$ cat src/rtl/msmp_pkg.sv
package msmp_pkg;

  localparam int DEF_MAX_LEN    = 1024;
  localparam int DEF_VALUE_BITS = 24;
  localparam int PROD_W         = 58;
  localparam int MOD_W          = 30;
  localparam int QUEUE_DEPTH    = 4;

  localparam logic [MOD_W-1:0] MODULUS = 30'd1000000007;

  // Reciprocal of the modulus scaled by two to the power of twice its width.
  localparam logic [MOD_W:0] MOD_RECIP =
    (MOD_W + 1)'((64'd1 << (2 * MOD_W)) / 64'(MODULUS));

  typedef struct packed {
    logic last;
    logic skip;
  } item_flags_t;

endpackage

$ cat src/rtl/msmp_front.sv
module msmp_front #(
  parameter int MAX_LEN    = msmp_pkg::DEF_MAX_LEN,
  parameter int VALUE_BITS = msmp_pkg::DEF_VALUE_BITS
) (
  input  logic                  clk,
  input  logic                  rst_n,
  input  logic                  in_valid,
  output logic                  in_ready,
  input  logic [VALUE_BITS-1:0] in_element_value,
  input  logic                  in_is_last,
  output logic                  q_push,
  output logic [VALUE_BITS-1:0] q_value,
  output msmp_pkg::item_flags_t q_flags,
  input  logic                  q_full
);

  localparam int CNT_W = $clog2(MAX_LEN + 1);

  logic [CNT_W-1:0] elem_cnt_r;
  logic             at_limit;

  assign at_limit = (elem_cnt_r == CNT_W'(MAX_LEN));
  assign in_ready = !q_full;
  assign q_push   = in_valid && !q_full;
  assign q_value  = in_element_value;

  always_comb begin
    q_flags      = '0;
    q_flags.last = in_is_last;
    q_flags.skip = at_limit;
  end

  always_ff @(posedge clk) begin
    if (!rst_n) begin
      elem_cnt_r <= '0;
    end else if (q_push) begin
      if (in_is_last) begin
        elem_cnt_r <= '0;
      end else if (!at_limit) begin
        elem_cnt_r <= elem_cnt_r + CNT_W'(1);
      end
    end
  end

endmodule

$ cat config.mk
export PLATFORM = sky130hd
export DESIGN_NAME = msmp_front
export DESIGN_NICKNAME = d
export VERILOG_FILES = /design/src/rtl/msmp_pkg.sv /design/src/rtl/msmp_front.sv
export SDC_FILE = /design/constraint.sdc
export NUM_CORES = 1
export LEC_CHECK = 0
export BUFFER_PORTS_ARGS = -buffer_cell sky130_fd_sc_hd__buf_4
export CAP_MARGIN = 5
export CORE_ASPECT_RATIO = 1.5
export CORE_MARGIN = 8
export CORE_UTILIZATION = 30
export CTS_CLUSTER_SIZE = 12
export DETAILED_ROUTE_END_ITERATION = 16
export PLACE_DENSITY = 0.63
export SYNTH_ARGS = -nofsm -noshare
export SYNTH_HDL_FRONTEND = slang
export SYNTH_SLANG_ARGS = --single-unit
$ cat constraint.sdc
create_clock -name clk -period 3.14 [get_ports clk]
set_input_delay 0.628 -clock clk [delete_from_list [all_inputs] [get_ports clk]]
set_output_delay 0.628 -clock clk [all_outputs]
set_load 0.01 [all_outputs]
Yosys cells after proc, flatten, opt, wreduce, memory -nomap -nowiden:

Cells that the tools add are included.

* bits in registers: 11
* output and inout port bits: 28

* $add $sub $neg: 1
* equal/unequal tests: 2
* multiplexer cells: 2
* reductions and logical operators: 3

Operator list (number)
* 11-bit 2-to-1 mux: 2
* 11-bit by 1-bit adder with 11-bit output, second input constant: 1
* 11-bit == test, second input constant: 1
* 2-bit inequality test, second input constant: 1
* 2-bit AND reduction: 1
* 1-bit logical AND: 1
* 1-bit logical NOT: 1

Depth between registers and ports, before layout:

* depth in word-level cells: 3
* mapped depth: 6
* mapped depth without buffers: 6

Least setup slack after synthesis:

No wires, ideal clock.

* kind: input-to-reg
* start: in q_full
* end: reg elem_cnt_r[2]
* library setup time: 0.072 ns
* data arrival time: 1.765 ns
* required time: 3.068 ns
* slack: 1.303 ns
* cell stages on the path: 5
* path buffers: 1
* cell sequence: nand2b_1 -> buf_2 -> a311o_1 -> or3b_1 -> a21oi_1

* word-level cells in the longest chain between the ends: 3

Ends and longest elaborated chain
* start, declared: RTL line msmp_front.sv:14 `input logic q_full`
* 1-bit logical NOT: RTL line msmp_front.sv:24 `assign q_push = in_valid && !q_full;`
* 1-bit logical AND: RTL line msmp_front.sv:24
* 2-bit AND reduction (no line)
* end signal, assigned: RTL line msmp_front.sv:40 `elem_cnt_r <= elem_cnt_r + CNT_W'(1);`
* end, declared: RTL line msmp_front.sv:19 `logic [CNT_W-1:0] elem_cnt_r;`

Every way passes these cells.
A chain may end at the register's enable or synchronous reset.

==> metrics <==
Main synth FF type dfxtp_1; Syn Area/Cell 7.89 um^2; Yosys top cell by area dfxtp_1; Clock Skew 0.00370 ns; Slew headroom 0.707; Critical Path Fanout Max 6; Data required, critical path 2.51 ns; Non-Filler Cell Area, Final 805 um^2; die area between 4000 and 5000 um^2; Layout Nets around 120; final count of pins violating max slew 0; internal power 0.241 mW; Final min period 2.15 ns; Fmax approximately 470 MHz; Placed Area approximately 760 um^2; clock power share 0.462; grt total ovfl 0; FF-to-FF path depth 6; Core Util, Final 0.285; status finished, final reports clean; final hold vios 0; Cell Area, Synth 860 um^2; Synth cell types 31; Post-synth EDFFs 0; TritonCTS Buffers 3; Initial Util 0.305; worst vdd ir 0.167 mV; HP Class flop to flop; power per cell area approximately 390 nW/um^2; final WL 1.87 mm; Setup Fix Bufs, Post-CTS 0; DRC viols 0; antenna violations before repair 0; clock tree buffer depth 2; vias in the first global route 654; Final HPWL DP between 1 and 1.5 mm; post-CTS sizing 0; Mapped Cells 109; first-pass GRT wire length a little under 3 mm; worst r2r dst elem_cnt_r[4]; gpl congestion 0.868; Critical Path Start Type flop; sw power slightly above 0.07 mW; Total Neg Setup Slack 0 ns; IO Port Bufs 8; GR Util All Layers 0.0799; hold wc startpoint elem_cnt_r[10]; clk_lat worst skew 0.24 ns; Least-Margin Pin Slew 0.436 ns; Final period util 0.685; Post-Syn Nets 140; worst hold margin 0.528 ns; r2r setup slk 1.20 ns; Ant. Diodes 0; Area Growth Syn to Fin -6.40%; ratio of cells with drive above 1 in the final layout 0.163; Iter 0 DRT Violations 57; top-count cell post-synth buf_4; antenna viol nets, final 0; register area share after synthesis 0.256; Top reg by flops elem_cnt_r; worst r2r src elem_cnt_r[0]; hold depth 1; Yosys top cell area share 0.256; Power, Total 0.313 mW; Die Y 81.6 um; CTS Hold Buffers Added 0; Sink Count 11; max-cap viol count 0; die width 59.7 um; Rows 24; asr flop ratio synth 0; Synth Register Bits 11; vias per cell about 5.5; Leak 0.284 nW; sequential share of power 0.452; # IOs 57; clk root buf clkbuf_8; biggest regs elem_cnt_r (11); Avg WL per Cell 14.3 um; number of flip-flops in the largest register 11; Syn. warnings 0; commonest cells in the netlist buf_4 (26), dfxtp_1 (11), a21oi_1 (6), inv_1 (6); Setup-failing EPs final 0; clk slew on worst S/H paths 0.05 ns; top cells by area, synth dfxtp_1 (26%), buf_4 (23%), a21oi_1 (3.5%); largest net degree at the start of global routing 14; endpoint of the worst hold path elem_cnt_r[10]; via count between 700 and 800; Pre-antenna DRT Iters 4; switching share of power 0.231; Gate power share 0.086; CTS tree done; endpoint class of the critical path output port; Core Box Area 2820 um^2; RSZ-0062 raised after global routing no; # H-tree levels 1; Setup CP Type flop to output port; crit path DAT 1.52 ns
through the flow:
step | setup WS (ns) | cells
global route | 0.927 | 131
finish | 0.991 | 131
detailed placement | 1.06 | 127
floorplan | 1.30 | 109
CTS | 0.983 | 131
global placement | 1.11 | 127
layout by cell type (no fill, tap or decap), types with 3 or more instances in the layout:
cell / n
dfxtp_1: 11
nor2_1: 4
or3b_1: 3
nand2_1: 5
buf_4: 8
nand3_1: 4
and3_1: 3
a21oi_1: 6
a31oi_1: 3
nor3_1: 4
clkbuf_8: 3
nand4_1: 3
o21ai_0: 5
inv_1: 6
worst max-delay path: stages (launching register included):
cell     delay, ns
dfxtp_1       0.36
inv_1         0.10
ha_1          0.14
nor4b_2       0.31
and3_1        0.25
buf_4         0.13
per-layer routing:
| layer | vias up | wire length, um | global-route usage |
|---|---|---|---|
| met3 | 18 | 134 | 0.0282 |
| li1 | 329 | - | - |
| met2 | 42 | 909 | 0.128 |
| met1 | 326 | 657 | 0.0676 |
| met4 | 0 | 165 | 0.103 |
| met5 | - | 0 | 0 |
cell type report:
class | instances | area (um^2)
repair buffers | 8 | 60.1
fillers | 325 | 2020
flip-flops and latches | 11 | 220
well taps | 39 | 48.8
clock buffers | 4 | 45.0
inverters | 7 | 26.3
multi-input cells | 62 | 404
worst max path at each step:
| stage | from | end | cells past startpoint |
|---|---|---|---|
| after floorplan | q_full | elem_cnt_r[2] | 5 |
| after global placement | q_full | elem_cnt_r[4] | 5 |
| after detailed placement | q_full | elem_cnt_r[2] | 5 |
| after CTS | elem_cnt_r[0] | q_flags[0] | 5 |
| after global routing | elem_cnt_r[0] | q_flags[0] | 5 |
| final | elem_cnt_r[0] | q_flags[0] | 5 |
power groups by stage:
| stage | Clock, mW | Sequential [mW] | Combinational [mW] |
|---|---|---|---|
| after floorplan | 0 | 0.144 | 0.0475 |
| after global placement | 0 | 0.144 | 0.0263 |
| after detailed placement | 0 | 0.144 | 0.0268 |
| after CTS | 0.149 | 0.142 | 0.0269 |
| after global routing | 0.156 | 0.142 | 0.0296 |
| final | 0.145 | 0.142 | 0.0270 |
kinds of logic (layout without fill, tap and decap cells):
family	count (synthesis)	in the layout	share of synthesized area
adder cells (fa/ha/maj)	2	2	0.0291
AO/OA/AOI/OAI	24	24	0.188
buffers and inverters	36	19	0.274
flip-flops	11	11	0.256
AND/OR/NAND/NOR	36	36	0.253
(Power assumes the default switching activity.)
