`src/rtl/msmp_fifo.sv`:
```
module msmp_fifo #(
  parameter int WIDTH = 8,
  parameter int DEPTH = 4
) (
  input  logic             clk,
  input  logic             rst_n,
  input  logic             push,
  input  logic [WIDTH-1:0] wdata,
  output logic             full,
  input  logic             pop,
  output logic [WIDTH-1:0] rdata,
  output logic             empty
);

  localparam int PTR_W = $clog2(DEPTH);
  localparam int CNT_W = $clog2(DEPTH + 1);

  logic [WIDTH-1:0] mem_r [DEPTH];
  logic [PTR_W-1:0] wr_ptr_r;
  logic [PTR_W-1:0] rd_ptr_r;
  logic [CNT_W-1:0] count_r;

  assign full  = (count_r == CNT_W'(DEPTH));
  assign empty = (count_r == '0);
  assign rdata = mem_r[rd_ptr_r];

  always_ff @(posedge clk) begin
    if (!rst_n) begin
      wr_ptr_r <= '0;
      rd_ptr_r <= '0;
      count_r  <= '0;
    end else begin
      if (push) begin
        wr_ptr_r <= (wr_ptr_r == PTR_W'(DEPTH - 1)) ? '0 : wr_ptr_r + PTR_W'(1);
      end
      if (pop) begin
        rd_ptr_r <= (rd_ptr_r == PTR_W'(DEPTH - 1)) ? '0 : rd_ptr_r + PTR_W'(1);
      end
      if (push && !pop) begin
        count_r <= count_r + CNT_W'(1);
      end else if (pop && !push) begin
        count_r <= count_r - CNT_W'(1);
      end
    end
  end

  always_ff @(posedge clk) begin
    if (push) begin
      mem_r[wr_ptr_r] <= wdata;
    end
  end

endmodule

```
`config.mk`:
```
export PLATFORM = sky130hd
export DESIGN_NAME = msmp_fifo
export DESIGN_NICKNAME = d
export VERILOG_FILES = /design/src/rtl/msmp_fifo.sv
export SDC_FILE = /design/constraint.sdc
export NUM_CORES = 1
export LEC_CHECK = 0
export CORE_MARGIN = 2
export CORE_UTILIZATION = 40
export CTS_BUF_LIST = sky130_fd_sc_hd__clkbuf_4
export DETAILED_ROUTE_END_ITERATION = 16
export DONT_BUFFER_PORTS = 1
export MAX_ROUTING_LAYER = met4
export SLEW_MARGIN = 20
export SYNTH_ARGS = -nofsm -noshare
export SYNTH_HDL_FRONTEND = slang
export SYNTH_SLANG_ARGS = --single-unit
```
`constraint.sdc`:
```
create_clock -name clk -period 3.77 [get_ports clk]
set_input_delay 0.9425 -clock clk [delete_from_list [all_inputs] [get_ports clk]]
set_output_delay 0.9425 -clock clk [all_outputs]
set_load 0.02 [all_outputs]
```
[Word level (Yosys, flattened, before mapping)]
Memories as Yosys holds them, arrays and structs flattened. A register that Yosys moved wholly into a read port is not among the register bits.
Index checks and enable logic that the tools add are counted.
Storage, ports and cells
  register bits after elaboration: 7
  memory bits (writable): 32
  output and inout bits: 10
  logic and storage cells: 25
  memories: 1
Cells by class
  add/subtract/negate cells: 4
  eq/ne operators: 3
  multiplexer cells: 8
  reduce and logical (&&, ||, !) cells: 6
Memories
  mem_r: words 4, width 8, rd ports 1, clocked after Yosys merged registers in 1, write ports 1, RTL line 18  | logic [WIDTH-1:0] mem_r [DEPTH];
Operator list (count)
  2-bit two-way mux: 4
  3-bit two-way mux: 2
  2-bit by 1-bit adder with 2-bit output (second input constant): 2
  2-bit == test (second input constant): 2
  3-bit by 1-bit adder with 3-bit output (second input constant): 1
  3-bit == test (second input constant): 1
  3-bit logical NOT: 1
  3-bit by 1-bit subtractor with 3-bit output (second input constant): 1
  1-bit logical AND: 2
  1-bit logical NOT: 2
  1-bit two-way mux: 2
  2-bit nonzero test: 1

[Logic depth before layout (Yosys ltp)]
  depth after elaboration: 4
  depth in mapped cells: 7
  mapped depth without buffers: 7

[Worst setup path before layout]
Ideal clock, no wire load.
  path type: input-to-reg
  from: input port pop
  to: register count_r[2]
  arrival time: 2.135 ns
  path slack: 1.565 ns
  stages on the path: 7
  path buffers: 0
  cells stage by stage: inv_1 > ha_1 > inv_1 > fa_1 > xor2_1 > or3_1 > a21boi_1
On the way
  cells in the longest elaborated chain, start to end: 3
RTL lines
  start: declaration: RTL line 10  | input logic pop,
  1-bit logical NOT: RTL line 39  | if (push && !pop) begin
  1-bit logical AND: RTL line 39
  3-bit two-way mux or 2-bit nonzero test (tied branches)
  end signal: assignment: RTL line 40  | count_r <= count_r + CNT_W'(1);
  end signal: assignment: RTL line 42  | count_r <= count_r - CNT_W'(1);
  end: declaration: RTL line 21  | logic [CNT_W-1:0] count_r;
Several ways; a longest one is shown, not always the timed one.
A chain may end at the register's enable or synchronous reset.

==> results.json <==
{
  "hp-class": "register to register",
  "drc": 0,
  "end_kind": "primary output",
  "clock_skew_ns": 0.004382,
  "die_y_um": 67.55,
  "synth.top_cell.area_share_pct": 59.49,
  "htreeDepth": 2,
  "top_usage_layer": "met2",
  "p_leak_nw": 0.6033,
  "sw_frac_of_total_pct": 21.83,
  "die_x_um": 67.55,
  "synth-edff-count": 32,
  "synth_seq_cells": 41,
  "avgSynthCellArea_sq_um": 18.78,
  "cts_made_buffers": 5,
  "yosysTopAreaCell": "edfxtp_1",
  "clkTransAtPathRegs_ns": 0.12,
  "cts_hold_buffers": 0,
  "synth_area_sq_um": 1615,
  "comb_power_share_pct": 9.1,
  "grt_overflow": 0,
  "hold_viol": 0,
  "grt_usage_pct": 12.64,
  "crit_buf_inv": 0,
  "vias": 718,
  "antenna_cells": 0,
  "post_cts_buffers": 0,
  "max_freq_mhz": 379.6,
  "period_minus_slack_ns": 2.635,
  "synth_nets": 105,
  "drtPass1Iterations": 4,
  "syn2layout_area_growth_pct": 9.218,
  "core_area_sq_um": 3943,
  "tritoncts": "yes",
  "std_cell_rows": 23,
  "critPathMaxFanout": 8,
  "cp.required_ns": 2.83,
  "outcome": "complete, no violations",
  "nFillCells": 331,
  "seq_area_frac_synth_pct": 70.64,
  "cap_violations": 0,
  "synth_common_cells": "32 x edfxtp_1, 9 x dfxtp_1, 8 x mux4_2",
  "min_from": "count_r[2]$_SDFFE_PN0P_",
  "root_buffer": "clkbuf_4",
  "ctsResizeCount": 0,
  "crit_family": "flip-flops",
  "synthFlopType": "edfxtp_1",
  "drtIter0Drc": 62,
  "clkSinkCount": 41,
  "critPathLaunchType": "register",
  "grt_pass1_vias": 742,
  "dieArea_sq_um": 4562,
  "async_reset_ff_share_pct": 0,
  "finalNetCount": 110,
  "synthCells": 86,
  "dp_hpwl_um": 1663,
  "yosysMostFrequentCell": "edfxtp_1",
  "finalSetupTns_ns": 0,
  "critical_path_class": "register to primary output",
  "grtUsageMet1_pct": 14.02,
  "vias_per_cell": 5.056,
  "ant_nets": 0,
  "ir_worst_vdd_v": 0.0002226,
  "timing.slew.headroom_pct": 56.22,
  "ios": 22,
  "placement.io_buffers": 0,
  "r2r-start": "count_r[0]$_SDFFE_PN0P_",
  "rsz0062_at_grt": "false",
  "post_drt_wl_per_cell_um": 16.89,
  "met3_usage_pct": 5.167,
  "max_slew.worst_pin.slew_ns": 0.6552,
  "crit_slowest_cell": "dfxtp_1",
  "post-route-period-util_pct": 69.88,
  "grtUsageMet2_pct": 19.36,
  "crit_path_max_incr_delay_ns": 0.69,
  "synthTopCellsByArea": "edfxtp_1 59%, dfxtp_1 11%, mux4_2 11%, ha_1 4.6%, mux2i_1 2.5%",
  "maxSlewViolCount": 0,
  "wl_um": 2399,
  "arrival_ns": 1.69,
  "synth_cell_type_count": 20,
  "path_cells": "mux4_2",
  "grt_max_degree": 14,
  "hold_slack_ns": 0.5175,
  "internal_power_w": 0.0007574,
  "cts_buffer_depth": 2,
  "clk_latency_ns": 0.35,
  "p_sw_w": 0.0002116,
  "grt_first_pass_wirelength_um": 3801,
  "synth-warning-count": 0,
  "pwr_density_cell_nw_per_um2": 549.3,
  "start_util_pct": 40.97,
  "setup_viol": 0,
  "clkPwrFrac_pct": 35.9,
  "seqPwrFrac_pct": 55.0,
  "antenna_found_initial": 0,
  "gp_routability_congestion": 0.6440,
  "drive_gt1_share_pct": 17.39
}
-- routing by layer --
layer | share of wire, % | wire length [um]
met1 | 40 | 967
met2 | 49 | 1185
met4 | 2.5 | 59
met5 | 0 | 0
met3 | 7.8 | 186
-- layout make-up --
class	count	area [sq um]	area share (%)
tap	50	62.56	3.546
inverter	4	15.01	0.8511
multi-input combinational	39	442.9	25.11
clock inverter	3	65.06	3.688
sequential	41	1141	64.68
clock buffer	5	37.54	2.128
-- worst min-delay path, delay by kind of cell (launching register included) --
kind	cells	cell delay [ns]
AOI/OAI and AO/OA	2	0.14
DFF	1	0.35
-- metrics by stage --
step           instance area, sq um  std cells  worst slack, ns  util, %  total power (W)
6_report                       1764        142            1.135    44.75        0.0009690
4_1_cts                        1764        142            1.076    44.75        0.0009760
3_3_place_gp                   1662        134            1.483    42.15        0.0006306
3_5_place_dp                   1662        134            1.467    42.15        0.0006350
2_1_floorplan                  1615         86            1.565        -        0.0006199
5_1_grt                        1764        142           0.9902    44.75         0.001006
-- power groups by stage --
stage / logic (W) / clock network (W) / registers (W)
after floorplan: 0.0000856 / 0 / 0.000534
after global placement: 0.0000875 / 0 / 0.000543
after detailed placement: 0.0000905 / 0 / 0.000544
after CTS: 0.0000906 / 0.000351 / 0.000534
after global routing: 0.0000974 / 0.000370 / 0.000539
final: 0.0000883 / 0.000348 / 0.000533
-- cells in the final DEF, fill, tap and decap left out --
master	synthesis	routed
a21boi_1	1	1
or3_1	1	1
xor2_1	1	1
o21ai_0	1	1
clkinv_2	0	1
nor3_1	2	2
edfxtp_1	32	32
bufinv_16	0	2
and2_1	5	5
ha_1	6	6
fa_1	1	1
mux2i_1	4	4
nor2_1	1	1
nor3b_1	1	1
mux4_2	8	8
nor2b_1	5	5
inv_1	4	4
dfxtp_1	9	9
o21a_1	1	1
clkbuf_4	0	5
xnor2_1	1	1
-- kinds of logic after synthesis --
group,count (synthesis),synth area share (%)
mux,12,13.63
fa+ha+maj,7,5.887
simple gates,15,5.577
compound gates,3,1.239
buf+inv,6,1.936
xor+xnor,2,1.085
flops,41,70.64
-- final timing paths --
kind,endpoint,slack [ns],depth (start not counted)
max,rdata[6],1.14,1
min,count_r[2]$_SDFFE_PN0P_,0.52,2
max reg2reg,count_r[2]$_SDFFE_PN0P_,2.31,4
min reg2reg,count_r[2]$_SDFFE_PN0P_,0.52,2
-- state kept, by name, indices dropped and copies added (netlist names), named ones only --
name / flops
count_r: 3
mem_r: 32
rd_ptr_r: 2
wr_ptr_r: 2
(Power assumes the default switching activity.)
